--- src/design/wsp_pkg.sv ---
// Shared constants, types and a helper function for the projection block.
`timescale 1ns / 1ps
package wsp_pkg;

    localparam int FRAC_BITS_DEF   = 16;
    localparam int COORD_WIDTH_DEF = 32;

    // Clip values carry 63 - F bits, so the scaled dividend always has 63 bits.
    localparam int DIV_NUM_W = 63;
    localparam int NDC_W     = DIV_NUM_W + 1;

    localparam int SIZE_W    = 14;
    localparam int CFG_IDX_W = 1;
    localparam int MAT_DEPTH = 16;
    localparam int MAT_IDX_W = 4;
    localparam int SAT_W     = 128;

    localparam logic [SIZE_W-1:0] WIDTH_RST  = 14'd1920;
    localparam logic [SIZE_W-1:0] HEIGHT_RST = 14'd1080;

    localparam logic [CFG_IDX_W-1:0] CFG_SCREEN_WIDTH  = 1'b0;
    localparam logic [CFG_IDX_W-1:0] CFG_SCREEN_HEIGHT = 1'b1;

    localparam logic MODE_LOAD    = 1'b0;
    localparam logic MODE_PROJECT = 1'b1;

    typedef struct packed {
        logic                 we;
        logic [MAT_IDX_W-1:0] idx;
    } t_coef_wr;

    // Clamp a signed value to the signed range of the given bit count.
    function automatic logic signed [SAT_W-1:0] sat_s(input logic signed [SAT_W-1:0] v,
                                                      input int bits);
        logic signed [SAT_W-1:0] lim_hi;
        logic signed [SAT_W-1:0] lim_lo;
        lim_hi = $signed((SAT_W'(1) << (bits - 1)) - SAT_W'(1));
        lim_lo = ~lim_hi;
        if (v > lim_hi) begin
            return lim_hi;
        end
        if (v < lim_lo) begin
            return lim_lo;
        end
        return v;
    endfunction

endpackage

--- src/design/wsp_map.sv ---
// Two-stage viewport mapping of normalized x and y to screen coordinates.
`timescale 1ns / 1ps
module wsp_map #(
    parameter int FRAC_BITS   = wsp_pkg::FRAC_BITS_DEF,
    parameter int COORD_WIDTH = wsp_pkg::COORD_WIDTH_DEF
) (
    input  logic                               i_clk,
    input  logic                               i_en,
    input  logic signed [wsp_pkg::NDC_W-1:0]   i_ndc_x,
    input  logic signed [wsp_pkg::NDC_W-1:0]   i_ndc_y,
    input  logic [wsp_pkg::SIZE_W-1:0]         i_width,
    input  logic [wsp_pkg::SIZE_W-1:0]         i_height,
    output logic [COORD_WIDTH-1:0]             o_sx,
    output logic [COORD_WIDTH-1:0]             o_sy
);
    import wsp_pkg::*;

    localparam int LO_W   = NDC_W / 2;
    localparam int HI_W   = NDC_W - LO_W;
    localparam int PLO_W  = LO_W + SIZE_W;
    localparam int PHI_W  = HI_W + SIZE_W + 1;
    localparam int PW     = NDC_W + SIZE_W + 2;
    localparam int HALF_W = SIZE_W + FRAC_BITS;

    logic [PLO_W-1:0]         r_lo_x, r_lo_y;
    logic signed [PHI_W-1:0]  r_hi_x, r_hi_y;
    logic [SIZE_W-1:0]        r_wd, r_ht;
    logic [COORD_WIDTH-1:0]   r_sx, r_sy;
    logic signed [PW-1:0]     w_tx, w_ty;
    logic signed [HALF_W-1:0] w_hw, w_hh;
    logic signed [SAT_W-1:0]  w_sx, w_sy;

    // Scaled term: floor(ndc * size * 2^(F-1) / 2^F) = (ndc * size) >>> 1.
    assign w_tx = ((PW'(r_hi_x) <<< LO_W) + PW'($signed({1'b0, r_lo_x}))) >>> 1;
    assign w_ty = ((PW'(r_hi_y) <<< LO_W) + PW'($signed({1'b0, r_lo_y}))) >>> 1;
    assign w_hw = $signed({1'b0, r_wd, {(FRAC_BITS-1){1'b0}}});
    assign w_hh = $signed({1'b0, r_ht, {(FRAC_BITS-1){1'b0}}});
    assign w_sx = sat_s(SAT_W'(w_hw) + SAT_W'(w_tx), COORD_WIDTH);
    assign w_sy = sat_s(SAT_W'(w_hh) - SAT_W'(w_ty), COORD_WIDTH);

    always_ff @(posedge i_clk) begin
        if (i_en) begin
            r_lo_x <= PLO_W'(i_ndc_x[LO_W-1:0]) * PLO_W'(i_width);
            r_lo_y <= PLO_W'(i_ndc_y[LO_W-1:0]) * PLO_W'(i_height);
            r_hi_x <= PHI_W'($signed(i_ndc_x[NDC_W-1:LO_W])) *
                      PHI_W'($signed({1'b0, i_width}));
            r_hi_y <= PHI_W'($signed(i_ndc_y[NDC_W-1:LO_W])) *
                      PHI_W'($signed({1'b0, i_height}));
            r_wd   <= i_width;
            r_ht   <= i_height;
            r_sx   <= w_sx[COORD_WIDTH-1:0];
            r_sy   <= w_sy[COORD_WIDTH-1:0];
        end
    end

    assign o_sx = r_sx;
    assign o_sy = r_sy;

endmodule

--- config.mk ---
export PLATFORM = sky130hd
export DESIGN_NAME = wsp_map
export DESIGN_NICKNAME = d
export VERILOG_FILES = /design/src/design/wsp_pkg.sv /design/src/design/wsp_map.sv
export SDC_FILE = /design/constraint.sdc
export NUM_CORES = 2
export LEC_CHECK = 0
export BUFFER_PORTS_ARGS = -buffer_cell sky130_fd_sc_hd__buf_2
export CORE_MARGIN = 2
export CORE_UTILIZATION = 45
export CTS_BUF_LIST = sky130_fd_sc_hd__clkbuf_4 sky130_fd_sc_hd__clkbuf_8
export CTS_CLUSTER_SIZE = 30
export DETAILED_ROUTE_END_ITERATION = 8
export PLACE_DENSITY_LB_ADDON = 0.3
export RECOVER_POWER = 50
export REMOVE_ABC_BUFFERS = 1
export SLEW_MARGIN = 15
export SYNTH_ARGS = -nofsm -noshare
export SYNTH_HDL_FRONTEND = slang
export SYNTH_SLANG_ARGS = --single-unit
--- constraint.sdc ---
create_clock -name i_clk -period 11.9 [get_ports i_clk]
set_clock_uncertainty 0.05 [all_clocks]
set_input_delay 2.38 -clock i_clk [delete_from_list [all_inputs] [get_ports i_clk]]
set_output_delay 2.38 -clock i_clk [all_outputs]
set_load 0.005 [all_outputs]
==> impl_metrics.yaml <==
place:
  place_congestion: 0.887
  postPlaceCellArea_sq_um: 77800
  hpwl_um: 156000
  pre_cts_ws_ns: 1.56
  dp_cells: 10300
  io_buffers: 221
setup_path:
  reg2reg_from: "r_lo_x[38]"
  crit_fanout: 33
  path_cells: "clkbuf_1 -> clkbuf_1 -> and2_1 -> fa_1 -> fa_1 -> inv_1 -> fa_1 -> fa_1 -> inv_1 -> fa_1 -> ha_1 -> and2_1 -> a22oi_1 -> nand4b_1 -> nor4b_1 -> o311ai_0 -> nand3_1 -> and4_1 -> o21ai_0 -> a21oi_1 -> o21a_1 -> o21ai_0 -> xnor2_1"
  reg2reg_slack_ns: 5.06
  worstPathRequired_ns: 12.27
  cpLargestDelayFamily: "adder cells"
  r2r.worst_path.cells: 15
  crit_type: "input pin to flip-flop"
  crit_buf_inv: 4
  crit_path_end_kind: "flip-flop"
  crit_top_cell: "fa_1"
  cp-start-kind: "input pin"
  slowest_delay_ns: 1.22
  cp.arrival_ns: 10.78
  r2r-end: "o_sx[22]"
  cpMaxStageDelayCell: "clkbuf_1"
final_layout:
  nets: 10400
  syn_to_final_growth_pct: 5.32
  fillers: 15700
  final_common_cell: "inv_1"
  final_cell_mix: "inv_1, fa_1, nand2_1"
  final_cells: 10400
  drive_gt1_share_pct: 4.56
  final_area_sq_um: 79000
clocking:
  clk_latency_ns: 0.73
  clkSinkCount: 276
  numCtsBuffers: 50
  clk_pin_slew_worst_paths_ns: 0.06
  htree_num_levels: 2
  cts_resized: 0
  clock_path_buffers: 3
  cts_tree: "yes"
  postCtsHoldBufs: 0
  cts_setup_buffers: 0
  cts_root_buf: "clkbuf_8"
drt:
  wirelength_um: 191000
  drc: 2
  routedWlPerCell_um: 18.3
  first_iter_violations: 3648
  drt.antenna.violating_nets: 0
  dr.pass1.iters: 8
  num_vias: 55800
  vias_per_cell: 5.35
logic_synthesis:
  synth_top_area_share_pct: 41.0
  syn_inst: 8235
  yosysWarningCount: 0
  yosys-top-cells-area: "fa_1, edfxtp_1, ha_1"
  yosys.area.top_type: "fa_1"
  ys_ff_latch: 276
  synth_edf_count: 276
  seq_area_frac_synth_pct: 11.1
  async_reset_ff_share_pct: 0
  postSynthAreaPerCell_sq_um: 9.11
  ys.flop_type: "edfxtp_1"
  syn_area_sq_um: 75000
  synth_cell_types: 94
sta:
  tightest_slew_ns: 6.96
  max_freq_ghz: 0.0960
  max_slew_margin_pct: -364
  fin_crit_sh_pct: 87.5
  rsz0062_at_grt: "no"
  maxSlewViolCount: 559
  min_period_ns: 10.42
  setup_viol: 0
  fin_ws_ns: 1.48
  final.setup.tns_ns: 0
  hold_viol_final: 0
global_routing:
  grt_max_degree: 154
  antenna_found_initial: 16
  grtUsageMet2_pct: 39.8
  grt_usage_pct: 23.3
  grtUsageMet3_pct: 2.93
  top_usage_layer: "met2"
  grt_pass1_wl_um: 319000
  overflow: 0
  grtUsageMet1_pct: 30.5
  grt_pass1_vias: 60600
floorplan:
  dieArea_sq_um: 170000
  pin_count: 222
  row_count: 149
  start_util_pct: 45.4
  die_y_um: 412
  dieWidth_um: 412
  coreArea_sq_um: 165000
worst_hold_path:
  hold_depth: 2
  min_to: "o_sx[7]"
  hp-class: "flip-flop to flip-flop"
  hold_start: "r_lo_x[8]"
flow_run:
  max_cap_viol_count: 16
outcome:
  violations: "DRC, capacitance limit, slew limit"
  status: "finished, violations left"
-- synthesized netlist by cell type, types with 10 or more instances --
library cell,instances
clkbuf_1,326
nand4_1,47
and3_1,41
and4_1,14
nor3_1,73
nor4_1,43
a211oi_1,24
or2_2,10
nor2b_1,29
and2_1,732
inv_1,1593
a31oi_1,27
o21ai_0,155
or4_1,19
o2111ai_1,10
ha_1,491
nand2_1,1278
o31ai_1,18
nor2_1,182
nor3b_1,14
edfxtp_1,276
nand2b_1,44
nand3_1,108
buf_1,56
a21o_1,111
o21bai_1,45
o21ai_2,21
or3_1,20
o22ai_1,10
a2111oi_0,15
xnor2_1,244
a21oi_1,229
fa_1,1537
o21ai_1,22
xor2_1,110
o211ai_1,49
o21a_1,24
-- tightest hold or removal path, stage by stage (launching register included) --
cell and delay, ns:
edfxtp_1 0.34, nand2_1 0.05, o211ai_1 0.08
-- per-layer routing --
metal  vias up  wire, um
met1     28500     80000
met2      1577     93600
li1      25400         -
met5         -        62
met4        10      6680
met3       330     10600
-- metrics by stage --
step / utilization [%] / hold slack [ns]
after floorplan: - / 0.497
after global placement: 47.1 / 0.521
after detailed placement: 47.1 / 0.526
after CTS: 47.8 / 0.538
after global routing: 47.8 / 0.557
final: 47.8 / 0.531
-- worst max-delay path by stage --
stage                      startpoint          to  slack [ns]  cells past startpoint
after floorplan           i_height[0]  r_hi_y[45]        3.00                     23
after global placement    i_height[0]  r_hi_y[44]        1.64                     25
after detailed placement  i_height[0]  r_hi_y[45]        1.56                     25
after CTS                 i_height[0]  r_hi_y[45]        2.40                     25
after global routing       i_width[0]  r_hi_x[44]        0.93                     27
final                     i_height[1]  r_lo_y[39]        1.48                     23
-- flip-flops by register name (all words and copies together), names as in the netlist --
signal and cells:
r_hi_x 47, r_hi_y 47, r_lo_x 45, r_lo_y 45, o_sx 32, o_sy 32
r_ht 14, r_wd 14
-- kinds of logic (layout without fill, tap and decap cells) --
| group | count (synthesis) | after routing | share of synthesized area [%] |
|---|---|---|---|
| buf+inv | 1983 | 1964 | 9.96 |
| mux | 8 | 8 | 0.107 |
| compound gates | 879 | 879 | 7.78 |
| simple gates | 2707 | 2707 | 17.8 |
| fa+ha+maj | 2028 | 2028 | 49.2 |
| flops | 276 | 276 | 11.1 |
| other cells | 0 | 14 | 0 |
| xor+xnor | 354 | 354 | 4.13 |
-- cell type report --
class                   instances  area, sq um  share of cell area, %
multi-input cells            5976        59300                   75.0
inverters                    1594         5980                   7.57
clock inverters                34          450                  0.570
repair buffers                277         1490                   1.88
well taps                    2189         2740                   3.47
flip-flops and latches        276         8290                   10.5
diodes                         14         35.0                 0.0444
clock buffers                  59          756                  0.957
Power is left out: the tool's default activity adds up to more than one toggle a clock period on the data nets, which glitch-free logic cannot reach.
